===== src/hdl/fhp_pkg.sv =====
// Shared constants, types and helpers for the fire heat propagation block.
package fhp_pkg;

    localparam int WIDTH  = 160;
    localparam int HEIGHT = 120;
    localparam int CELLS  = WIDTH * HEIGHT;

    localparam int COL_W  = $clog2(WIDTH);
    localparam int ROW_W  = $clog2(HEIGHT);
    localparam int ADDR_W = $clog2(CELLS);

    localparam int HEAT_W = 8;
    localparam int SUM_W  = HEAT_W + 2;
    localparam int PX_W   = 8;
    localparam int PY_W   = 7;

    // floor(s / 3) == (s * 683) >> 11 for every s up to 4 * 255
    localparam int RECIP3       = 683;
    localparam int RECIP3_SHIFT = 11;
    localparam int PROD_W       = SUM_W + 10;

    localparam logic [3:0] COOL_BASE = 4'd3;

    // neighbor count codes
    localparam logic [1:0] NB_TWO   = 2'd0;
    localparam logic [1:0] NB_THREE = 2'd1;
    localparam logic [1:0] NB_FOUR  = 2'd2;

    localparam logic [COL_W-1:0] COL_LAST    = COL_W'(WIDTH - 1);
    localparam logic [ROW_W-1:0] ROW_BOTTOM  = ROW_W'(HEIGHT - 1);
    localparam logic [ROW_W-1:0] ROW_LASTUPD = ROW_W'(HEIGHT - 2);

    typedef struct packed {
        logic [COL_W-1:0]  x;
        logic [ROW_W-1:0]  y;
        logic              seed;
        logic              done;
        logic [HEAT_W-1:0] rnd;
        logic              a_zero;
        logic              b_zero;
        logic              has_left;
        logic              has_right;
        logic              has_below2;
    } scan_info_t;

    typedef struct packed {
        logic load_s1;
        logic load_s2;
        logic load_s3;
    } pipe_ctrl_t;

    function automatic logic [ADDR_W-1:0] cell_addr(input logic [COL_W-1:0] col,
                                                    input logic [ROW_W-1:0] row);
        return ADDR_W'(ADDR_W'(row) * ADDR_W'(WIDTH) + ADDR_W'(col));
    endfunction

endpackage


===== src/hdl/fhp_scan.sv =====
// Raster position, frame phase and read address generation.
module fhp_scan
(
    input  logic                            clk,
    input  logic                            rst_n,
    input  logic                            accept,
    input  logic [fhp_pkg::HEAT_W-1:0]      rnd,
    output fhp_pkg::scan_info_t             info,
    output logic [fhp_pkg::ADDR_W-1:0]      raddr_a,
    output logic [fhp_pkg::ADDR_W-1:0]      raddr_b
);

    logic [fhp_pkg::COL_W-1:0] col_reg, col_next;
    logic [fhp_pkg::ROW_W-1:0] row_reg, row_next;
    logic                      seed_reg, seed_next;
    logic                      first_reg, first_next;

    logic                      last_col;
    logic                      last_row;
    logic [fhp_pkg::ROW_W-1:0] row_p1;
    logic [fhp_pkg::ROW_W-1:0] row_p2;
    logic [fhp_pkg::COL_W-1:0] a_col;
    logic [fhp_pkg::ROW_W-1:0] a_row;

    assign last_col = (col_reg == fhp_pkg::COL_LAST);
    assign last_row = (row_reg == fhp_pkg::ROW_LASTUPD);
    assign row_p1   = fhp_pkg::ROW_W'(row_reg + fhp_pkg::ROW_W'(1));
    assign row_p2   = fhp_pkg::ROW_W'(row_reg + fhp_pkg::ROW_W'(2));

    // Port A fetches the below-right pixel; the last item of a row fetches
    // the below pixel of column 0 of the next updated row instead.
    always_comb
    begin
        a_col = '0;
        a_row = fhp_pkg::ROW_W'(1);
        if (!seed_reg)
        begin
            if (!last_col)
            begin
                a_col = fhp_pkg::COL_W'(col_reg + fhp_pkg::COL_W'(1));
                a_row = row_p1;
            end
            else if (!last_row)
            begin
                a_row = row_p2;
            end
        end
    end

    assign raddr_a = fhp_pkg::cell_addr(a_col, a_row);
    assign raddr_b = (!seed_reg && !last_row) ? fhp_pkg::cell_addr(col_reg, row_p2) : '0;

    always_comb
    begin
        info.x          = col_reg;
        info.y          = seed_reg ? fhp_pkg::ROW_BOTTOM : row_reg;
        info.seed       = seed_reg;
        info.done       = !seed_reg && last_col && last_row;
        info.rnd        = rnd;
        // before the first frame ends, of the rows read only the bottom row has been written
        info.a_zero     = first_reg && (a_row != fhp_pkg::ROW_BOTTOM);
        info.b_zero     = first_reg && (row_p2 != fhp_pkg::ROW_BOTTOM);
        info.has_left   = (col_reg != '0);
        info.has_right  = !last_col;
        info.has_below2 = !last_row;
    end

    always_comb
    begin
        col_next   = fhp_pkg::COL_W'(col_reg + fhp_pkg::COL_W'(1));
        row_next   = row_reg;
        seed_next  = seed_reg;
        first_next = first_reg;
        if (last_col)
        begin
            col_next = '0;
            if (seed_reg)
            begin
                row_next  = '0;
                seed_next = 1'b0;
            end
            else if (last_row)
            begin
                row_next   = '0;
                seed_next  = 1'b1;
                first_next = 1'b0;
            end
            else
            begin
                row_next = row_p1;
            end
        end
    end

    always_ff @(posedge clk or negedge rst_n)
    begin
        if (!rst_n)
        begin
            col_reg   <= '0;
            row_reg   <= '0;
            seed_reg  <= 1'b1;
            first_reg <= 1'b1;
        end
        else if (accept)
        begin
            col_reg   <= col_next;
            row_reg   <= row_next;
            seed_reg  <= seed_next;
            first_reg <= first_next;
        end
    end

endmodule


===== config.mk =====
export PLATFORM = sky130hd
export DESIGN_NAME = fhp_scan
export DESIGN_NICKNAME = d
export VERILOG_FILES = /design/src/hdl/fhp_pkg.sv /design/src/hdl/fhp_scan.sv
export SDC_FILE = /design/constraint.sdc
export NUM_CORES = 1
export LEC_CHECK = 0
export BUFFER_PORTS_ARGS = -buffer_cell sky130_fd_sc_hd__buf_2
export CORE_ASPECT_RATIO = 0.75
export CORE_MARGIN = 4
export CORE_UTILIZATION = 55
export DETAILED_ROUTE_END_ITERATION = 7
export GPL_TIMING_DRIVEN = 0
export PLACE_DENSITY = 0.87
export SYNTH_ARGS = -nofsm -noshare
export SYNTH_HDL_FRONTEND = slang
export SYNTH_SLANG_ARGS = --single-unit

===== constraint.sdc =====
create_clock -name clk -period 9.5 [get_ports clk]
set_clock_uncertainty 0.15 [all_clocks]
set_input_delay 0.95 -clock clk [delete_from_list [all_inputs] [get_ports clk]]
set_output_delay 0.95 -clock clk [all_outputs]
set_load 0.01 [all_outputs]

==> metrics list, run 1 <==
- Once detail routing completed, the nets flagged for antenna violations numbered 0.
* Die area: between 0.005 and 0.006 mm^2
- Yosys mapped a number of flops with a built-in enable equal to 0.
* Kind of start point of the critical path: register
- In the final routed layout, each cell accounts on average for ~15 um.
* Number of maximum-capacitance violations: 0
* GRT overflow: 0
- Detailed placement finished with a half-perimeter wire length of a little under 5 mm.
- Outcome: complete, no violations
- Worst min path class: reg2reg
- After synthesis, the mean cell area works out to 8.05 um^2.
* Worst path max stage delay: around 500 ps
- Area of the multi-input gates: roughly 0.0018 mm^2
- Total Neg Setup Slack: 0 ps
- Number of buffers inserted by post-CTS setup repair: 0
* Via count of the first global-routing pass: 2222
- Filler cell count: between 300 and 400
* CTS resizes: 0
- The synthesized design contains 17 register bits.
- After synthesis, the largest family of logic cells by area is simple AND/OR/NAND/NOR gates.
* Family with the most delay on the worst path: compound AO/OA/AOI/OAI gates
- First-pass GRT wire length: 10.2 mm
- The clock net in this run drives a total of 17 sinks.
- Share of final-layout standard cells stronger than drive strength 1: 0.268
- TritonCTS built the clock tree.
- First-iteration detailed-routing DRC count: ~120
* Number of top-level design ports: 71
- Ordered cell list for the critical path: inv_1 > ha_1 > and4b_1 > and2b_1 > nor2_1 > o311ai_0 > o21ai_0 > ha_1 > ha_1 > a21oi_1 > o21bai_1 > a21oi_1 > a21oi_1 > o32ai_1 > buf_2
- In the detailed route, the total length drawn on met3 is 487 um.
* Count of nets after finishing: 411
- Of all flip-flops after synthesis, the portion carrying an async set or reset was 1.00.
- Flip-flop count of the largest register, all copies and words added: 8
* Clock H-tree levels: 1
- Along the worst path, the maximum fanout reaches 8.
* Gpl congestion: 0.904
- Of the total synthesized cell area, the portion taken by XOR and XNOR cells is 0.138.
- CTS buffer count: 3
- Leak Pwr: 1.49 nW
- Clock latency on the worst-skew pair, taken at its later pin, is between 200 and 300 ps.
* Share of the clock period used by the worst path: 0.562
- Across the VDD grid, the largest voltage drop is ~94 uV.
- Across all hold checks on the routed design, the worst slack comes to around 370 ps.
* Final Hold Viols: 0
* Cell variety after synth: 50
* Post-layout minimum cycle time: 5340 ps
- The total area inside the core boundary comes to between 0.004 and 0.005 mm^2.
- Actual transition at the worst max-transition pin: 622 ps
* Net count after synthesis: 344
- Post-Route WL: around 6.1 mm
* Via count of the routed design: 2361
- Area delta synth->final: 17.7%
- Yosys Warn Count: 0
- Buffers placed on the I/O ports in this run total 62.
- In this run the top signal layer used is met4.
* Largest net degree at the start of global routing: 18
- Mux share of post-synthesis cell area: 0.00416
- The tree is rooted in a sky130_fd_sc_hd__clkbuf_8.
- From bottom edge to top edge, the die measures 65.3 um.
- Power per standard cell area: 98.7 mW/mm^2
- Among all flip-flop cells after synthesis, the most frequent one is sky130_fd_sc_hd__dfrtp_1.
* Routed wl met2: 2.89 mm
- The compound-cell area share of the yosys netlist came to 0.184.
- Number of antenna diodes: 0
- Number of design rule violations left after detail routing: 0
- Among all stages on the critical path, the largest delay is contributed by sky130_fd_sc_hd__dfrtp_1.
- Metal1 wirelength: 2.73 mm
- Global-route total usage across every layer: 0.227
- Hold bufs inserted after CTS: 0
* Sum of buffers and inverters on the critical path: 2
* Data arrival, critical path: ~4200 ps
- Of the total synthesized cell area, the portion taken by AND, OR, NAND and NOR gates is 0.217.
- Starting density of the core: 0.583
- In this run the cell area of the synthesized design comes to 0.00241 mm^2.
- Max_slew headroom: 0.584
- The critical path is of the reg2out type.
* Adder-cell share of the synthesized area: 0.189
- Required @ worst endpoint: approximately 8400 ps
- CP endpoint kind: output pin
* RSZ-0062 raised after global routing: false
- After clock tree synthesis, the clock-pin slew on the worst setup and hold paths is 70 ps.
* Number of slew-limit violations in the final report: 0
* Setup violations, final: 0
- The number of antenna violations at the first check in global routing is 0.
* Clock Path Buffers: 2
- Based on the critical path, the design can be clocked at up to 187 MHz.
- Row generation in the floorplan step produced 20 rows.
* Mean number of vias per cell: 5.62
- Measured along the x axis, the die boundary spans 84.4 um.
* Count of mapped cells out of synthesis: approximately 300
* Share of synthesized area occupied by flip-flops and latches: 0.178
* Storage cell area: 428 um^2
- The first detailed-routing pass took 4 iterations.
[metal layers]
metal,track usage,up-vias
met2,0.404,98
met1,0.299,1110
met5,0,-
met3,0.0338,7
met4,0.0356,0
li1,-,1146
[per-stage QoR]
stage,cells,area [um^2],power [mW],util,setup WS [ps]
after CTS,420,2830,0.280,0.686,4250
after detailed placement,416,2790,0.225,0.675,4580
final,420,2830,0.279,0.686,4160
after floorplan,299,2410,0.175,-,5000
after global routing,420,2830,0.297,0.686,3890
after global placement,416,2790,0.220,0.675,4710
[synth_stat cells, types with 2 or more instances]
master	n	area (um^2)
sky130_fd_sc_hd__ha_1	30	375
sky130_fd_sc_hd__nor2_1	30	113
sky130_fd_sc_hd__xnor2_1	26	228
sky130_fd_sc_hd__nand2_1	24	90.1
sky130_fd_sc_hd__o21ai_0	19	95.1
sky130_fd_sc_hd__inv_1	17	63.8
sky130_fd_sc_hd__a21oi_1	15	75.1
sky130_fd_sc_hd__dfrtp_1	15	375
sky130_fd_sc_hd__xor2_1	12	105
sky130_fd_sc_hd__buf_4	11	82.6
sky130_fd_sc_hd__nand3_1	11	55.1
sky130_fd_sc_hd__clkbuf_1	8	30.0
sky130_fd_sc_hd__nor2b_1	7	43.8
sky130_fd_sc_hd__or2_2	7	43.8
sky130_fd_sc_hd__a21o_1	6	45.0
sky130_fd_sc_hd__nor3_1	6	30.0
sky130_fd_sc_hd__and2_1	5	31.3
sky130_fd_sc_hd__fa_1	4	80.1
sky130_fd_sc_hd__nand2b_1	3	18.8
sky130_fd_sc_hd__o21bai_1	3	22.5
sky130_fd_sc_hd__o31ai_1	3	22.5
sky130_fd_sc_hd__a211oi_1	2	15.0
sky130_fd_sc_hd__a31oi_1	2	12.5
sky130_fd_sc_hd__a41oi_1	2	17.5
sky130_fd_sc_hd__and3_1	2	12.5
sky130_fd_sc_hd__buf_6	2	22.5
sky130_fd_sc_hd__dfstp_2	2	52.6
sky130_fd_sc_hd__inv_2	2	7.51
sky130_fd_sc_hd__o32ai_1	2	17.5
[cell families after synthesis]
logic type	Yosys count
muxes	1
adders and majority gates	34
buffers and inverters	41
xor gates and xnor gates	38
DFF	17
and+or+nand+nor	104
AOI/OAI and AO/OA	64
[area by class of cell]
cell class	instances	share of cell area
inverter	20	0.0283
buffer	21	0.0477
timing repair buffer	62	0.110
tap	55	0.0243
sequential	17	0.151
clock inverter	1	0.00177
clock buffer	3	0.0146
multi-input combinational	241	0.623
[worst reg2reg max path, delay by kind of cell (launching register included)]
kind,cells,cell delay (ps)
buf+inv,1,130
compound gates,1,320
flops,1,500
fa+ha+maj,1,200
simple gates,4,1190
[layout by cell type, fill, tap and decap left out, types with 4 or more instances in the layout]
cell / instances
sky130_fd_sc_hd__fa_1: 4
sky130_fd_sc_hd__xor2_1: 12
sky130_fd_sc_hd__buf_4: 11
sky130_fd_sc_hd__inv_1: 17
sky130_fd_sc_hd__and2_1: 5
sky130_fd_sc_hd__or2_2: 7
sky130_fd_sc_hd__nand2_1: 24
sky130_fd_sc_hd__a21o_1: 6
sky130_fd_sc_hd__nand3_1: 11
sky130_fd_sc_hd__o21ai_0: 19
sky130_fd_sc_hd__nor3_1: 6
sky130_fd_sc_hd__xnor2_1: 26
sky130_fd_sc_hd__a21oi_1: 15
sky130_fd_sc_hd__nor2_1: 30
sky130_fd_sc_hd__ha_1: 30
sky130_fd_sc_hd__nor2b_1: 7
sky130_fd_sc_hd__buf_2: 62
sky130_fd_sc_hd__dfrtp_1: 15
sky130_fd_sc_hd__clkbuf_1: 8
[power breakdown]
group / total (mW) / switching (mW) / leakage, nW / internal, mW
clock: 0.0563 / 0.0272 / 0.0255 / 0.0292
sequential: 0.0924 / 0.0103 / 0.220 / 0.0821
combinational: 0.131 / 0.0718 / 1.24 / 0.0588
total: 0.279 / 0.109 / 1.49 / 0.170
[worst paths after layout]
| kind | from | end | slack [ps] | cells past startpoint |
|---|---|---|---|---|
| setup / recovery | row_reg[0] | raddr_a[14] | 4160 | 15 |
| hold / removal | first_reg | first_reg | 370 | 2 |
| setup reg to reg | row_reg[0] | row_reg[3] | 6890 | 7 |
| hold reg to reg | first_reg | first_reg | 370 | 2 |
| max in group asynchronous | rst_n | first_reg | 8410 | 1 |
| min in group asynchronous | rst_n | col_reg[3] | 460 | 1 |
Power figures use the tool's default switching activity.
==> inputs of run 2 (changes only) <==
--- a/config.mk
+++ b/config.mk
@@ -8,10 +8,10 @@
 export BUFFER_PORTS_ARGS = -buffer_cell sky130_fd_sc_hd__buf_2
 export CORE_ASPECT_RATIO = 0.75
 export CORE_MARGIN = 4
-export CORE_UTILIZATION = 55
+export CORE_UTILIZATION = 48
 export DETAILED_ROUTE_END_ITERATION = 7
 export GPL_TIMING_DRIVEN = 0
-export PLACE_DENSITY = 0.87
+export PLACE_DENSITY = 0.81
 export SYNTH_ARGS = -nofsm -noshare
 export SYNTH_HDL_FRONTEND = slang
 export SYNTH_SLANG_ARGS = --single-unit
==> constraint.sdc (replaced) <==
create_clock -name clk -period 4.9 [get_ports clk]
set_clock_uncertainty 0.15 [all_clocks]
set_input_delay 0.49 -clock clk [delete_from_list [all_inputs] [get_ports clk]]
set_output_delay 0.49 -clock clk [all_outputs]
set_load 0.01 [all_outputs]
==> run 2 against run 1 <==
- die area rose by 13%
- utilization is 9.9 points lower
- largest power group unchanged
- non-clock buffer count unchanged
- hold slack worse by 370 ps
- cell count rose by 1.2%
- wire length rose by 0.62%
- register-to-register slack worse by 4300 ps
- critical path depth unchanged
- critical endpoint unchanged
- via count decreased by 1.7%
- count of clock-buffer cells in the layout unchanged
- combinational power is 95% higher
==> metrics list, run 2 (synthesis gave the netlist of run 1 again) <==
* Outcome: complete, no violations
* Non-filler cells, final: 425
- Timing would allow up to 219 MHz.
- The die covers about 0.0062 mm^2.
* Max_slew headroom: 0.625
- For this run, the total global-route usage over all layers was measured as 0.197.
- Routed signal wires occupy layers up through met4.
- Core Area: 0.00487 mm^2
* Die Ht: 69.3 um
* Sinks on the clock net: 17
- Worst min path class: in2async
* Worst-case setup slack after placement: 410 ps
- Clock latency reported for the late side of the worst-skew pair: 260 ps
- TritonCTS built the clock tree.
- After global routing the overflow that remains totals 0.
* Sum of buffers and inverters on the critical path: 3
- CP endpoint kind: output pin
- Setup violations, final: 0
- Area delta synth->final: 18.7%
* Family with the most delay on the worst path: compound AO/OA/AOI/OAI gates
- The critical path in this run is classified as reg2out.
* Clock Path Buffers: 2
- For this design the static power due to leakage is 1.50 nW.
- In this run the remaining antenna-violating nets after routing total 0.
- Length in cells of the worst reg-to-reg path: 6
- After legalization and detailed placement, the total HPWL measured 5.00 mm.
- On the worst path, the slowest cell contributes a delay of approximately 430 ps.
- Dpl cells: 421
* Post-Route WL: just over 6 mm
* First-iteration detailed-routing DRC count: 99
* Mean number of vias per cell: 5.46
- Die X: 89.8 um
- Router iterations before antenna repair: 4
- The initial utilization of the core area, before any placement, comes to 0.494.
- The number of antenna violations at the first check in global routing came to 0.
- The tool flagged a number of max-cap violations equal to 0.
* Final WS setup: 324 ps
- Total of buffers placed on input and output ports: 62
- In this run the power density over the cells is 191 mW/mm^2.
- Share of final-layout standard cells stronger than drive strength 1: 0.279
* Final Hold Viols: 0
* Filler cell count: 467
* Number of slew-limit violations in the final report: 0
* Number of antenna diodes: 0
- After routing, the total negative slack on setup checks comes to 0 ps.
* Row Count: 22
- Routed wl met2: 2.90 mm
- Flip-flop count of the largest register, all copies and words added: 8
* Worst IR drop on VDD: 102 uV
- After detailed routing, the wire length on met1 is 2.76 mm.
- RSZ-0062 raised after global routing: false
* Clock-pin slew reported for the worst setup and hold paths after clock tree synthesis: 80 ps
- Mean routed wirelength per cell: 14.5 um
- In this run the number of H-tree levels came out at 1.
- Required @ worst endpoint: 4260 ps
- The smallest clock period supported by the final layout is computed as 4580 ps.
- For the pin with the worst max-slew slack, the measured transition is 561 ps.
- Of all nets on the critical path, the largest fanout is 10.
- Kind of start point of the critical path: register
* Worst reg2reg path endpoint: row_reg[3]
* Number of design rule violations left after detail routing: 0
- Ordered cell list for the critical path: ha_1 > and3_1 > buf_6 > and4_4 > buf_4 > o311ai_0 > o21ai_1 > ha_1 > ha_1 > a21oi_1 > o21bai_1 > a21oi_1 > a21oi_1 > o32ai_1 > buf_2
- In this run the critical register-to-register path is launched from row_reg[1].
- Largest net degree at the start of global routing: 18
- The first global-routing pass estimated 10.4 mm of wire.
- Routability-driven placement finished with a final weighted congestion of approximately 0.94.
- Share of the clock period used by the worst path: 0.934
- 71 I/O pins were placed.
- R2R setup slack: 2610 ps
* Leading cell type in the layout, fill and taps excluded: sky130_fd_sc_hd__buf_2
- Count of nets after finishing: 411
- Counting the buffers created by CTS gives 3.
* Via count of the first global-routing pass: 2261
* Via count of the routed design: 2321
* Clock root buffer: sky130_fd_sc_hd__clkbuf_8
- In the layout the commonest cells are sky130_fd_sc_hd__buf_2, sky130_fd_sc_hd__ha_1, sky130_fd_sc_hd__nor2_1.
- For the worst setup path, the data arrival time is 3940 ps.
- Slowest cell on crit path: sky130_fd_sc_hd__dfrtp_1
* Total power: 544 uW
- Detailed route wirelength on metal3: 493 um
==> run 2: report_power, final <==
part	internal (mW)	leakage [nW]	switching, mW
combinational	0.114	1.25	0.141
clock	0.0565	0.0255	0.0534
sequential	0.159	0.219	0.0204
==> run 2: how the worst max path moves through the flow <==
stage	end	depth (start not counted)	from	slack, ps
final	raddr_a[14]	15	col_reg[0]	320
after global routing	raddr_a[13]	16	row_reg[1]	60
after CTS	raddr_a[14]	15	row_reg[0]	70
after detailed placement	raddr_a[14]	15	row_reg[0]	410
after global placement	raddr_a[14]	14	row_reg[0]	530
after floorplan	raddr_a[14]	15	col_reg[0]	860
==> run 2: cell type report <==
| class | count | area, um^2 | area share |
|---|---|---|---|
| repair buffers | 62 | 310 | 0.109 |
| clock inverters | 1 | 5.00 | 0.00175 |
| multi-input cells | 241 | 1780 | 0.623 |
| plain buffers | 21 | 135 | 0.0473 |
| inverters | 20 | 80.1 | 0.0280 |
| well taps | 60 | 75.1 | 0.0263 |
| clock buffers | 3 | 41.3 | 0.0145 |
| flip-flops and latches | 17 | 429 | 0.150 |
==> run 2: metrics by stage <==
step                       util  area, um^2  hold WS [ps]
after floorplan               -        2410          44.4
after global placement    0.573        2790           283
after detailed placement  0.573        2790           287
after CTS                 0.582        2840          12.3
after global routing      0.586        2860          41.9
final                     0.586        2860         0.536
==> run 2: routing by layer <==
layer / vias up / track usage
met1: 1078 / 0.258
li1: 1153 / -
met5: - / 0
met4: 0 / 0.0238
met3: 4 / 0.0445
met2: 86 / 0.343
==> run 2: timing repair <==
action | in CTS | in global routing
hold buffers | 0 | 0
endpoints found under the setup margin | 0 | 3
resized for setup | 0 | 5
setup buffers | 0 | 0
