<file path="config.mk">
export PLATFORM = sky130hd
export DESIGN_NAME = fhp_datapath
export DESIGN_NICKNAME = d
export VERILOG_FILES = /design/src/hdl/fhp_pkg.sv /design/src/hdl/fhp_datapath.sv
export SDC_FILE = /design/constraint.sdc
export NUM_CORES = 1
export LEC_CHECK = 0
export ABC_AREA = 1
export BUFFER_PORTS_ARGS = -buffer_cell sky130_fd_sc_hd__buf_2
export CORE_AREA = 2 2 118 120
export DETAILED_ROUTE_END_ITERATION = 6
export DIE_AREA = 0 0 120 122
export PLACE_DENSITY = 0.8
export SYNTH_ARGS = -nofsm -noshare
export SYNTH_HDL_FRONTEND = slang
export SYNTH_SLANG_ARGS = --single-unit
</file>
<file path="constraint.sdc">
create_clock -name clk -period 11.41 [get_ports clk]
set_input_delay 1.141 -clock clk [delete_from_list [all_inputs] [get_ports clk]]
set_output_delay 1.141 -clock clk [all_outputs]
set_load 0.02 [all_outputs]
</file>
<file path="src/hdl/fhp_pkg.sv">
// Shared constants, types and helpers for the fire heat propagation block.
package fhp_pkg;

    localparam int WIDTH  = 160;
    localparam int HEIGHT = 120;
    localparam int CELLS  = WIDTH * HEIGHT;

    localparam int COL_W  = $clog2(WIDTH);
    localparam int ROW_W  = $clog2(HEIGHT);
    localparam int ADDR_W = $clog2(CELLS);

    localparam int HEAT_W = 8;
    localparam int SUM_W  = HEAT_W + 2;
    localparam int PX_W   = 8;
    localparam int PY_W   = 7;

    // floor(s / 3) == (s * 683) >> 11 for every s up to 4 * 255
    localparam int RECIP3       = 683;
    localparam int RECIP3_SHIFT = 11;
    localparam int PROD_W       = SUM_W + 10;

    localparam logic [3:0] COOL_BASE = 4'd3;

    // neighbor count codes
    localparam logic [1:0] NB_TWO   = 2'd0;
    localparam logic [1:0] NB_THREE = 2'd1;
    localparam logic [1:0] NB_FOUR  = 2'd2;

    localparam logic [COL_W-1:0] COL_LAST    = COL_W'(WIDTH - 1);
    localparam logic [ROW_W-1:0] ROW_BOTTOM  = ROW_W'(HEIGHT - 1);
    localparam logic [ROW_W-1:0] ROW_LASTUPD = ROW_W'(HEIGHT - 2);

    typedef struct packed {
        logic [COL_W-1:0]  x;
        logic [ROW_W-1:0]  y;
        logic              seed;
        logic              done;
        logic [HEAT_W-1:0] rnd;
        logic              a_zero;
        logic              b_zero;
        logic              has_left;
        logic              has_right;
        logic              has_below2;
    } scan_info_t;

    typedef struct packed {
        logic load_s1;
        logic load_s2;
        logic load_s3;
    } pipe_ctrl_t;

    function automatic logic [ADDR_W-1:0] cell_addr(input logic [COL_W-1:0] col,
                                                    input logic [ROW_W-1:0] row);
        return ADDR_W'(ADDR_W'(row) * ADDR_W'(WIDTH) + ADDR_W'(col));
    endfunction

endpackage

</file>
<file path="src/hdl/fhp_datapath.sv">
// Neighbor window, sum, average, cooling and result register.
module fhp_datapath
(
    input  logic                            clk,
    input  fhp_pkg::pipe_ctrl_t             ctrl,
    input  fhp_pkg::scan_info_t             info,
    input  logic [fhp_pkg::HEAT_W-1:0]      rdata_a,
    input  logic [fhp_pkg::HEAT_W-1:0]      rdata_b,
    output logic                            we,
    output logic [fhp_pkg::ADDR_W-1:0]      waddr,
    output logic [fhp_pkg::HEAT_W-1:0]      wdata,
    output logic [fhp_pkg::PX_W-1:0]        pixel_x,
    output logic [fhp_pkg::PY_W-1:0]        pixel_y,
    output logic [fhp_pkg::HEAT_W-1:0]      heat,
    output logic                            frame_done
);

    // stage 1: item info, read data and the two older window taps
    fhp_pkg::scan_info_t        s1_info_reg;
    logic [fhp_pkg::HEAT_W-1:0] center_reg;
    logic [fhp_pkg::HEAT_W-1:0] left_reg;
    logic [fhp_pkg::HEAT_W-1:0] right_val;
    logic [fhp_pkg::HEAT_W-1:0] below2_val;
    logic [fhp_pkg::SUM_W-1:0]  sum_next;
    logic [1:0]                 nb_next;

    // stage 2
    logic [fhp_pkg::COL_W-1:0]  s2_x_reg;
    logic [fhp_pkg::ROW_W-1:0]  s2_y_reg;
    logic                       s2_seed_reg;
    logic                       s2_done_reg;
    logic [fhp_pkg::HEAT_W-1:0] s2_rnd_reg;
    logic [fhp_pkg::SUM_W-1:0]  s2_sum_reg;
    logic [1:0]                 s2_nb_reg;
    logic [fhp_pkg::ADDR_W-1:0] s2_waddr_reg;

    logic [fhp_pkg::PROD_W-1:0] prod3;
    logic [fhp_pkg::HEAT_W-1:0] avg;
    logic [3:0]                 cool;
    logic [fhp_pkg::HEAT_W-1:0] heat_next;

    // stage 3: result
    logic [fhp_pkg::PX_W-1:0]   px_reg;
    logic [fhp_pkg::PY_W-1:0]   py_reg;
    logic [fhp_pkg::HEAT_W-1:0] heat_reg;
    logic                       done_reg;

    assign right_val  = s1_info_reg.a_zero ? '0 : rdata_a;
    assign below2_val = s1_info_reg.b_zero ? '0 : rdata_b;

    always_ff @(posedge clk)
    begin
        if (ctrl.load_s1)
        begin
            s1_info_reg <= info;
            // shift the below row left by one column
            left_reg    <= center_reg;
            center_reg  <= right_val;
        end
    end

    always_comb
    begin
        sum_next = fhp_pkg::SUM_W'(center_reg);
        if (s1_info_reg.has_left)
        begin
            sum_next = fhp_pkg::SUM_W'(sum_next + fhp_pkg::SUM_W'(left_reg));
        end
        if (s1_info_reg.has_right)
        begin
            sum_next = fhp_pkg::SUM_W'(sum_next + fhp_pkg::SUM_W'(right_val));
        end
        if (s1_info_reg.has_below2)
        begin
            sum_next = fhp_pkg::SUM_W'(sum_next + fhp_pkg::SUM_W'(below2_val));
        end
        nb_next = 2'(2'(s1_info_reg.has_left) + 2'(s1_info_reg.has_right)
                     + 2'(s1_info_reg.has_below2) - 2'd1);
    end

    always_ff @(posedge clk)
    begin
        if (ctrl.load_s2)
        begin
            s2_x_reg     <= s1_info_reg.x;
            s2_y_reg     <= s1_info_reg.y;
            s2_seed_reg  <= s1_info_reg.seed;
            s2_done_reg  <= s1_info_reg.done;
            s2_rnd_reg   <= s1_info_reg.rnd;
            s2_sum_reg   <= sum_next;
            s2_nb_reg    <= nb_next;
            s2_waddr_reg <= fhp_pkg::cell_addr(s1_info_reg.x, s1_info_reg.y);
        end
    end

    assign prod3 = fhp_pkg::PROD_W'(fhp_pkg::PROD_W'(s2_sum_reg)
                                    * fhp_pkg::PROD_W'(fhp_pkg::RECIP3));

    always_comb
    begin
        case (s2_nb_reg)
            fhp_pkg::NB_TWO:   avg = fhp_pkg::HEAT_W'(s2_sum_reg >> 1);
            fhp_pkg::NB_THREE: avg = fhp_pkg::HEAT_W'(prod3 >> fhp_pkg::RECIP3_SHIFT);
            fhp_pkg::NB_FOUR:  avg = fhp_pkg::HEAT_W'(s2_sum_reg >> 2);
            default:           avg = '0;
        endcase
        cool = 4'(fhp_pkg::COOL_BASE + 4'(s2_rnd_reg[2:0]));
        if (s2_seed_reg)
        begin
            heat_next = s2_rnd_reg;
        end
        else if (avg > fhp_pkg::HEAT_W'(cool))
        begin
            heat_next = fhp_pkg::HEAT_W'(avg - fhp_pkg::HEAT_W'(cool));
        end
        else
        begin
            heat_next = '0;
        end
    end

    assign we    = ctrl.load_s3;
    assign waddr = s2_waddr_reg;
    assign wdata = heat_next;

    always_ff @(posedge clk)
    begin
        if (ctrl.load_s3)
        begin
            px_reg   <= fhp_pkg::PX_W'(s2_x_reg);
            py_reg   <= fhp_pkg::PY_W'(s2_y_reg);
            heat_reg <= heat_next;
            done_reg <= s2_done_reg;
        end
    end

    assign pixel_x    = px_reg;
    assign pixel_y    = py_reg;
    assign heat       = heat_reg;
    assign frame_done = done_reg;

endmodule

</file>
==> results.cfg, run 1 <==
[pwr]
power.density_cell_area_nw_per_um2 = 312
leakagePower_nw = 4.50
sw_frac_of_total_pct = 45.3
switching_power_mw = 1.30
internal_power_mw = 1.57
comb_power_share_pct = 59.9
power.sequential.fraction_pct = 20.0
irDropWorstVdd_mv = 0.178
clock_power_share_pct = 20.0

[synthesis]
synth_seq_area_share_pct = 44.3
syn-num-nets = 987
syn_area_per_cell_um2 = 9.81
ys_ff_latch = 117
synth.yosys.warnings = 0
distinct_cell_type_count_of_the_synthesized_netlist = 41
synth.cell_area_um2 = 7920
synthCells = 808

[clock_tree]
cts.hold.buffers_added = 0
cts.repair_timing.setup_buffer_count = 0
post_cts_resize_count = 0
clock_path_buffers = 2
clk-insertion-delay-late_ps = 420
cts_tree = yes
clock_tree.root_cell = sky130_fd_sc_hd__clkbuf_16
cts.sink_count = 117
cts-buffers-inserted = 17
clk_pin_slew_ps = 50
cts.htree.levels = 4

[route]
routedWlPerCell_um = 14.7
remaining_design_rule_violation_count = 0
drtAntennaViolNets = 0
detailedRoute.firstPassIterationCount = 5
post_drt_via_cell_ratio = 5.20
drtIter0Drc = 385
vias = 5748
routed_wirelength_um = 16200

[placed_design]
port_buffers = 97
global_placer_s_final_weighted_congestion = 0.938
placement.cell_area_um2 = 8560
dpl.hpwl_um = 12200

[die]
die_area_um2 = 14600
start_util_pct = 58.7
core_area_um2 = 13500
rows = 43
chipHeight_um = 122
io_pins = 98
dieWidth_um = 120

[grt]
antenna_violations_before_repair = 0
number_of_global_route_vias_before_repair = 5864
grt.total_usage_pct = 24.0
global_route_wire_length_before_repair_um = 27100
grt_remaining_overflow = 0
grt_max_degree = 48

[timing]
totalNegativeSetupSlack_ps = 0
max_clock_freq_mhz = 137
normalized_max_slew_margin_pct = 28.8
fin_crit_ps = 7300
fin_crit_sh_pct = 64.0
final-max-slew-violation-count = 0
finalSetupViolations = 0
timing_hold_violations_final = 0
unrepaired_setup_endpoints_after_global_routing = false
worst_pin_slew_ps = 1070
timing.clock.skew_ps = 7.46

[job]
drv_cap = 0

[critical_path]
worst_path_most_repeated_cell = sky130_fd_sc_hd__nand2_1
worst_setup_path_start_kind = flop
reg2reg_from = s2_sum_reg[7]
timing.critical_path.arrival_ps = 6160
critPathRequiredTime_ps = 10270
critical_path.max_stage_delay_ps = 530
slowest_stage = sky130_fd_sc_hd__fa_1
worstRegToRegCells = 30
setup.reg_to_reg.worst_slack_ps = 5580
path_class = reg2out
path_max_fanout = 5
end_kind = output port
r2r-end = heat[7]

[status]
run_status = completed

[finish]
nNetsFinal = 1091
largest_reg_flops = 30
area_occupied_by_multi_input_gates_um2 = 3790
ff_latch_area_um2 = 3510
post-route-cell-area_um2 = 9190
layout-area-overhead-vs-synth_pct = 16.0
filler_cell_count = 1016
diodes = 0
drive_above_1_share_pct = 14.8

[min_path]
worst_hold_path_ep = s2_rnd_reg[5]
hold_path.class = reg2reg
worst_hold_path.num_cells = 0
hold_path.startpoint = s1_info_reg[10]
routing by layer:
metal,wire length (um),global-route usage (%),vias up
li1,-,-,2903
met4,523,10.5,0
met3,685,5.90,48
met1,6890,28.4,2647
met2,8110,41.6,150
met5,0,0,-
worst max-delay path by stage:
stage | startpoint | slack, ps | end | cells past startpoint
2_1_floorplan | s2_sum_reg[4] | 5110 | wdata[7] | 27
3_3_place_gp | s2_sum_reg[5] | 4580 | wdata[0] | 32
3_5_place_dp | s2_sum_reg[7] | 4550 | wdata[1] | 32
4_1_cts | s2_sum_reg[4] | 4080 | wdata[0] | 30
5_1_grt | s2_sum_reg[7] | 3640 | wdata[3] | 32
6_report | s2_sum_reg[7] | 4110 | wdata[7] | 30
cells by family after synthesis:
group | count (synthesis) | synth area share [%]
AOI/OAI and AO/OA | 90 | 6.51
buffers and inverters | 156 | 7.79
xor gates and xnor gates | 31 | 3.43
DFF | 117 | 44.3
and+or+nand+nor | 285 | 15.0
adders and majority gates | 129 | 22.9
critical path, delay by kind of cell (launching register included):
kind | cells | cell delay (ps)
adders and majority gates | 7 | 2850
and+or+nand+nor | 13 | 1380
buffers and inverters | 6 | 440
DFF | 1 | 480
AOI/OAI and AO/OA | 4 | 580
cell usage after synthesis:
cell type	number	area (um^2)
sky130_fd_sc_hd__nand3b_1	2	15.0
sky130_fd_sc_hd__xnor2_1	12	105
sky130_fd_sc_hd__o211ai_1	1	7.51
sky130_fd_sc_hd__o311ai_0	2	17.5
sky130_fd_sc_hd__nor3_2	1	10.0
sky130_fd_sc_hd__a31oi_1	6	37.5
sky130_fd_sc_hd__buf_4	6	45.0
sky130_fd_sc_hd__clkinv_1	1	3.75
sky130_fd_sc_hd__clkbuf_1	3	11.3
sky130_fd_sc_hd__nor4_1	3	18.8
sky130_fd_sc_hd__nand3_2	1	10.0
sky130_fd_sc_hd__buf_2	1	5.00
sky130_fd_sc_hd__inv_1	143	537
sky130_fd_sc_hd__and2_1	3	18.8
sky130_fd_sc_hd__a21oi_2	1	8.76
sky130_fd_sc_hd__fa_1	27	541
sky130_fd_sc_hd__o21ai_0	25	125
sky130_fd_sc_hd__nand3_1	31	155
sky130_fd_sc_hd__nor2_4	1	11.3
sky130_fd_sc_hd__a21oi_1	38	190
sky130_fd_sc_hd__a21o_1	2	15.0
sky130_fd_sc_hd__o221ai_1	4	35.0
sky130_fd_sc_hd__nor3_1	6	30.0
sky130_fd_sc_hd__o31a_1	1	8.76
sky130_fd_sc_hd__nand2_1	175	657
sky130_fd_sc_hd__o21bai_1	2	15.0
sky130_fd_sc_hd__xor2_1	19	166
sky130_fd_sc_hd__nor2_1	50	188
sky130_fd_sc_hd__buf_6	1	11.3
sky130_fd_sc_hd__or2_2	2	12.5
sky130_fd_sc_hd__o41ai_1	1	8.76
sky130_fd_sc_hd__ha_1	102	1280
sky130_fd_sc_hd__o22ai_1	5	31.3
sky130_fd_sc_hd__nor2_2	4	25.0
sky130_fd_sc_hd__o31ai_1	1	7.51
sky130_fd_sc_hd__nand4_1	3	18.8
sky130_fd_sc_hd__a21boi_0	1	7.51
sky130_fd_sc_hd__buf_1	1	3.75
sky130_fd_sc_hd__edfxtp_1	117	3510
sky130_fd_sc_hd__nand2_2	2	12.5
sky130_fd_sc_hd__and3_1	1	6.26
cell type report:
cell class	count	area share, %
Multi-Input combinational cell	535	41.2
Sequential cell	117	38.2
Clock inverter	13	2.22
Clock buffer	19	4.71
Timing Repair Buffer	97	5.28
Inverter	144	5.88
Tap cell	180	2.45
layout by cell type, fill, tap and decap left out, types with 3 or more instances in the layout:
cell type and instances:
sky130_fd_sc_hd__nand3_1 31, sky130_fd_sc_hd__nand2_1 175, sky130_fd_sc_hd__edfxtp_1 117, sky130_fd_sc_hd__nand4_1 3, sky130_fd_sc_hd__nor2_1 50, sky130_fd_sc_hd__a31oi_1 6
sky130_fd_sc_hd__xnor2_1 12, sky130_fd_sc_hd__clkinv_1 3, sky130_fd_sc_hd__nor3_1 6, sky130_fd_sc_hd__clkbuf_16 17, sky130_fd_sc_hd__o22ai_1 5, sky130_fd_sc_hd__nor2_2 4
sky130_fd_sc_hd__bufinv_16 5, sky130_fd_sc_hd__nor4_1 3, sky130_fd_sc_hd__a21oi_1 38, sky130_fd_sc_hd__xor2_1 19, sky130_fd_sc_hd__buf_2 97, sky130_fd_sc_hd__fa_1 27
sky130_fd_sc_hd__and2_1 3, sky130_fd_sc_hd__inv_1 143, sky130_fd_sc_hd__o21ai_0 25, sky130_fd_sc_hd__ha_1 102, sky130_fd_sc_hd__o221ai_1 4
power groups by stage:
stage	clock network [mW]	registers [mW]	logic (mW)
floorplan	0	0.606	1.27
finish	0.576	0.575	1.72
detailed placement	0	0.584	1.69
global route	0.599	0.581	2.00
global placement	0	0.581	1.67
CTS	0.584	0.575	1.71
per-stage QoR:
| step | worst slack [ps] | power, mW | hold slack (ps) | util, % | std cells |
|---|---|---|---|---|---|
| after floorplan | 5110 | 1.88 | 400 | - | 808 |
| after global placement | 4580 | 2.25 | 401 | 63.4 | 1073 |
| after detailed placement | 4550 | 2.28 | 405 | 63.4 | 1073 |
| after CTS | 4080 | 2.87 | 416 | 68.1 | 1105 |
| after global routing | 3640 | 3.19 | 421 | 68.1 | 1105 |
| final | 4110 | 2.87 | 415 | 68.1 | 1105 |
No activity file was read; power rests on OpenSTA's default activity.
==> inputs of run 2 (changes only) <==
--- a/config.mk
+++ b/config.mk
@@ -7,10 +7,10 @@
 export LEC_CHECK = 0
 export ABC_AREA = 1
 export BUFFER_PORTS_ARGS = -buffer_cell sky130_fd_sc_hd__buf_2
-export CORE_AREA = 2 2 118 120
+export CORE_AREA = 2 2 119 121
 export DETAILED_ROUTE_END_ITERATION = 6
-export DIE_AREA = 0 0 120 122
-export PLACE_DENSITY = 0.8
+export DIE_AREA = 0 0 121 123
+export PLACE_DENSITY = 0.79
 export SYNTH_ARGS = -nofsm -noshare
 export SYNTH_HDL_FRONTEND = slang
 export SYNTH_SLANG_ARGS = --single-unit
==> constraint.sdc (replaced) <==
create_clock -name clk -period 7.3 [get_ports clk]
set_input_delay 0.73 -clock clk [delete_from_list [all_inputs] [get_ports clk]]
set_output_delay 0.73 -clock clk [all_outputs]
set_load 0.02 [all_outputs]
==> run 2 against run 1 <==
Net effect: routed wire length grew 2.6%; cell count grew 1.0%; critical path type unchanged; core utilization shrank 0.27 points; via count shrank 0.12%; register-to-register slack lost 4100 ps; global-route usage shrank 0.19 points; first-iteration DRC count shrank 22%; clock-buffer cell count shrank 2; cell area grew 0.39%.
==> results.cfg, run 2 (synthesized netlist as in run 1, its figures left out) <==
[status]
run_status = completed

[die]
io_pins = 98
chipHeight_um = 123
die_area_um2 = 14900
start_util_pct = 58.2
core_area_um2 = 13600
rows = 43
dieWidth_um = 121

[grt]
antenna_violations_before_repair = 0
grt.total_usage_pct = 23.8
number_of_global_route_vias_before_repair = 5915
grt_max_degree = 48
global_route_wire_length_before_repair_um = 27300
grt_remaining_overflow = 0

[placed_design]
port_buffers = 97
global_placer_s_final_weighted_congestion = 0.903
dpl.hpwl_um = 12900

[clock_tree]
cts.htree.levels = 4
cts.sink_count = 117
clock_path_buffers = 2
clk-insertion-delay-late_ps = 420
clk_pin_slew_ps = 60
cts-buffers-inserted = 17
cts.hold.buffers_added = 0
cts_tree = yes
clock_tree.root_cell = sky130_fd_sc_hd__clkbuf_16

[route]
routedWlPerCell_um = 14.9
drtIter0Drc = 302
post_drt_via_cell_ratio = 5.14
detailedRoute.firstPassIterationCount = 5
drtAntennaViolNets = 0
routed_wirelength_um = 16600
vias = 5741
remaining_design_rule_violation_count = 0

[pwr]
sw_frac_of_total_pct = 47.1
internal_power_mw = 2.37
power_mw = 4.49
power.sequential.fraction_pct = 20.0
comb_power_share_pct = 62.2
power.density_cell_area_nw_per_um2 = 486
leakagePower_nw = 4.53
switching_power_mw = 2.11
irDropWorstVdd_mv = 0.280
clock_power_share_pct = 17.8

[finish]
diodes = 0
largest_reg_flops = 30
layout.core_utilization_pct = 67.8
layout-area-overhead-vs-synth_pct = 16.5
nNetsFinal = 1102
layout_commonest_cell = sky130_fd_sc_hd__nand2_1
layout_common_cells = sky130_fd_sc_hd__nand2_1, sky130_fd_sc_hd__inv_1, sky130_fd_sc_hd__edfxtp_1, sky130_fd_sc_hd__ha_1, sky130_fd_sc_hd__buf_2
drive_above_1_share_pct = 16.8

[timing]
final-max-slew-violation-count = 0
timing.clock.skew_ps = 10.6
max_clock_freq_mhz = 144
finalSetupViolations = 0
fin_crit_ps = 6940
worst_pin_slew_ps = 1070
timing_hold_violations_final = 0
fin_crit_sh_pct = 95.0
normalized_max_slew_margin_pct = 28.4
totalNegativeSetupSlack_ps = 0

[critical_path]
slowest_stage = sky130_fd_sc_hd__fa_1
worst_path_most_repeated_cell = sky130_fd_sc_hd__nand2_1
critPathRequiredTime_ps = 6570
critical_path.max_stage_delay_ps = 530
path_max_fanout = 8
cp_top_family = adder cells
end_kind = output port
timing.critical_path.buf_inv = 8
worst_setup_path_start_kind = flop
timing.critical_path.arrival_ps = 6210
path_class = reg2out

[job]
drv_cap = 0

[min_path]
hold_path.class = reg2reg
[run 2: cell count changes in the layout (fill, tap and decap cells not counted), sizes merged]
cell	previous run	this run
bufinv	5	1
clkinv	5	8
buf	97	108
clkbuf	19	17
inv	145	148
[run 2: worst paths after layout]
kind,endpoint,slack (ps),depth (start not counted),startpoint
worst max-delay path,wdata[4],360,33,s2_sum_reg[4]
worst min-delay path,s2_x_reg[0],410,0,s1_info_reg[22]
worst max register to register,heat[4],1480,32,s2_sum_reg[4]
worst min register to register,s2_x_reg[0],410,0,s1_info_reg[22]
[run 2: power by group through the flow]
stage | clock network, mW | logic (mW) | registers (mW)
final | 0.800 | 2.79 | 0.896
after global routing | 0.837 | 3.21 | 0.906
after CTS | 0.808 | 2.71 | 0.902
after detailed placement | 0 | 2.68 | 0.915
after global placement | 0 | 2.62 | 0.909
after floorplan | 0 | 1.99 | 0.947
[run 2: through the flow]
stage          cells  cell area, um^2  setup slack (ps)  hold WS, ps
4_1_cts         1105             9130               253          413
5_1_grt         1116             9230             -19.6          412
2_1_floorplan    808             7920              1410          400
6_report        1116             9230               365          411
3_5_place_dp    1073             8560               714          405
3_3_place_gp    1073             8560               830          400
[run 2: worst reg2reg max path, delay by kind of cell, from the launching register on]
family / cells / cell delay [ps]
compound gates: 3 / 440
fa+ha+maj: 7 / 2680
buf+inv: 6 / 400
flops: 1 / 420
simple gates: 16 / 1620
[run 2: final cells by class]
type | count | area, um^2
clock buffers | 17 | 425
repair buffers | 108 | 568
well taps | 180 | 225
fillers | 1073 | 4380
flip-flops and latches | 117 | 3510
multi-input cells | 535 | 3810
clock inverters | 15 | 148
inverters | 144 | 541
[run 2: repair_timing]
action / in CTS / in global routing
endpoints found under the setup margin: 0 / 8
resized for setup: 0 / 5
setup buffers: 0 / 11
endpoints found under the hold margin: 0 / 0
[run 2: routing by layer]
layer | routed length, um | track usage [%] | vias up
li1 | - | - | 2929
met1 | 6890 | 28.0 | 2640
met2 | 8630 | 42.3 | 140
met3 | 733 | 6.04 | 32
met4 | 378 | 8.58 | 0
met5 | 0 | 0 | -
==> inputs of run 3 (changes only) <==
==> config.mk (replaced) <==
export PLATFORM = sky130hd
export DESIGN_NAME = fhp_datapath
export DESIGN_NICKNAME = d
export VERILOG_FILES = /design/src/hdl/fhp_pkg.sv /design/src/hdl/fhp_datapath.sv
export SDC_FILE = /design/constraint.sdc
export NUM_CORES = 1
export LEC_CHECK = 0
export BUFFER_PORTS_ARGS = -buffer_cell sky130_fd_sc_hd__buf_2
export CORE_AREA = 2 2 118 120
export DETAILED_ROUTE_END_ITERATION = 6
export DIE_AREA = 0 0 120 122
export PLACE_DENSITY = 0.78
export SYNTH_ARGS = -nofsm -noshare
export SYNTH_HDL_FRONTEND = slang
export SYNTH_SLANG_ARGS = --single-unit
==> constraint.sdc (replaced) <==
create_clock -name clk -period 7.3 [get_ports clk]
set_input_delay 0.73 -clock clk [delete_from_list [all_inputs] [get_ports clk]]
set_output_delay 0.73 -clock clk [all_outputs]
set_load 0.1 [all_outputs]
==> run 3 against run 2 <==
Net effect: synthesized cell count fell by 23%; core utilization rose by 0.23 points; sequential cell count did not move; synthesized area fell by 3.2%; die area fell by 1.6%; critical path depth fell by 8; maximum frequency fell by 3.6%; clock-buffer cell count rose by 1; first-iteration DRC count rose by 6.6%; cell count fell by 17%; critical path type unchanged; largest cell class unchanged.
==> results.cfg, run 3 <==
[status]
run_status = completed

[grt]
global_route.usage.met3_pct = 4.68
grt_remaining_overflow = 0
global_route_wire_length_before_repair_um = 25500
grt_use_met2_pct = 40.5
busiest_grt_layer = met2
global_route.usage.met1_pct = 26.5
grt_max_degree = 48
grt.total_usage_pct = 22.5
number_of_global_route_vias_before_repair = 5348
antenna_violations_before_repair = 0

[route]
drtIter0Drc = 322
detailedRoute.firstPassIterationCount = 5
post_drt_via_cell_ratio = 5.49
drtAntennaViolNets = 0
routedWlPerCell_um = 16.8
routed_wirelength_um = 15600
vias = 5095
remaining_design_rule_violation_count = 0

[clock_tree]
clk_pin_slew_ps = 50
cts.hold.buffers_added = 0
cts.sink_count = 117
clk-insertion-delay-late_ps = 410
clock_path_buffers = 2
clock_tree.root_cell = sky130_fd_sc_hd__clkbuf_16
cts.htree.levels = 4
cts_tree = yes
cts-buffers-inserted = 17

[finish]
diodes = 0
layout_common_cells = sky130_fd_sc_hd__edfxtp_1, sky130_fd_sc_hd__ha_1, sky130_fd_sc_hd__buf_2, sky130_fd_sc_hd__inv_1, sky130_fd_sc_hd__a21oi_1
largest_reg_flops = 30
nNetsFinal = 914
post-route-cell-area_um2 = 9190
layout-area-overhead-vs-synth_pct = 19.8
drive_above_1_share_pct = 26.1
layout_commonest_cell = sky130_fd_sc_hd__edfxtp_1

[critical_path]
path_max_fanout = 5
worst_path_most_repeated_cell = sky130_fd_sc_hd__ha_1
slowest_stage = sky130_fd_sc_hd__fa_1
worst_setup_path_start_kind = flop
end_kind = output port
timing.critical_path.arrival_ps = 6470
critical_path.max_stage_delay_ps = 550
worstRegToRegCells = 26
critPathRequiredTime_ps = 6570
path_class = reg2out

[synthesis]
synth_top_area_cell = sky130_fd_sc_hd__edfxtp_1
synth.yosys.warnings = 0
distinct_cell_type_count_of_the_synthesized_netlist = 57
synth.most_common_cell = sky130_fd_sc_hd__edfxtp_1
synthDominantCellAreaShare_pct = 45.8
edff_count_synth = 117
synth_top_cells_by_count = sky130_fd_sc_hd__edfxtp_1, sky130_fd_sc_hd__ha_1, sky130_fd_sc_hd__inv_1
synth_seq_area_share_pct = 45.8
syn-num-nets = 798
synth_flop_cell = sky130_fd_sc_hd__edfxtp_1
synth.area.top_cells = sky130_fd_sc_hd__edfxtp_1, sky130_fd_sc_hd__ha_1, sky130_fd_sc_hd__fa_1, sky130_fd_sc_hd__xnor2_1, sky130_fd_sc_hd__inv_1
ys_async_sr_fraction_pct = 0
ys_ff_latch = 117
synthCells = 619
synth.cell_area_um2 = 7670
syn_area_per_cell_um2 = 12.4

[placed_design]
port_buffers = 97
global_placer_s_final_weighted_congestion = 0.911
dpl.hpwl_um = 12000
placement.cell_area_um2 = 8400

[min_path]
worst_hold_path.num_cells = 0
hold_path.class = reg2reg

[timing]
totalNegativeSetupSlack_ps = 0
fin_crit_ps = 7200
normalized_max_slew_margin_pct = 31.7
timing.clock.skew_ps = 6.62
fin_crit_sh_pct = 98.6
finalSetupViolations = 0
worst_pin_slew_ps = 1030
max_clock_freq_mhz = 139
timing_hold_violations_final = 0
final-max-slew-violation-count = 0
timing.hold.ws_ps = 418

[die]
start_util_pct = 56.8
die_area_um2 = 14600
dieWidth_um = 120
chipHeight_um = 122
rows = 43
io_pins = 98
core_area_um2 = 13500

[job]
drv_cap = 0
run 3: cell types whose count changed after synthesis, sizes merged, moves of 5 or more:
cell	change
a21o	+12
inv	-63
mux2	+17
mux2i	+8
nand2	-158
nand3	-28
nor2	-34
nor2b	+19
o21a	+5
o21ai	-8
o31ai	+7
xnor2	+24
xor2	-12
run 3: metal layers:
metal / share of wire, % / vias up
met5: 0 / -
met1: 42 / 2481
met2: 53 / 108
met4: 1.9 / 0
met3: 2.9 / 25
li1: - / 2481
run 3: kinds of logic (layout without fill, tap and decap cells):
family	after synthesis	after routing	synth area share (%)
compound gates	120	120	10.5
xor+xnor	43	43	4.91
fa+ha+maj	129	129	23.7
buf+inv	92	221	4.83
flops	117	117	45.8
mux	25	25	3.54
simple gates	93	93	6.74
run 3: repair_timing:
| action | 4_1_cts | 5_1_grt |
|---|---|---|
| resized for setup | 11 | 28 |
| pin swaps | 2 | 17 |
| buffers inserted | 1 | 6 |
| endpoints found under the setup margin | 8 | 8 |
| endpoints found under the hold margin | 0 | 0 |
run 3: final cells by class:
cell class | instances | area, um^2
fill | 974 | 4320
timing repair buffer | 109 | 646
tap | 180 | 225
clock buffer | 18 | 429
sequential | 117 | 3510
multi-input combinational | 410 | 3950
clock inverter | 14 | 129
inverter | 80 | 300
run 3: final timing paths:
kind | from | slack (ps) | endpoint
min reg2reg | s1_info_reg[5] | 420 | s2_rnd_reg[0]
max | s2_sum_reg[5] | 100 | wdata[6]
max reg2reg | s2_sum_reg[5] | 1200 | heat[5]
min | s1_info_reg[5] | 420 | s2_rnd_reg[0]
run 3: per-stage QoR:
| stage | std cells | worst slack, ps | util, % |
|---|---|---|---|
| after global placement | 889 | 310 | 62.2 |
| after floorplan | 619 | -881 | - |
| after global routing | 928 | -80.1 | 68.0 |
| after detailed placement | 889 | 97.8 | 62.2 |
| after CTS | 922 | -95.1 | 66.6 |
| final | 928 | 104 | 68.0 |
run 3: worst max-delay path: cells and delay by family, from the launching register on:
family / cells / cell delay [ps]
simple gates: 2 / 810
flops: 1 / 440
xor+xnor: 1 / 90
compound gates: 8 / 1380
fa+ha+maj: 8 / 2740
buf+inv: 6 / 590
Power of run 3 is not shown: default switching activity piles up to over one toggle a cycle in this logic, so the estimate is an artifact.
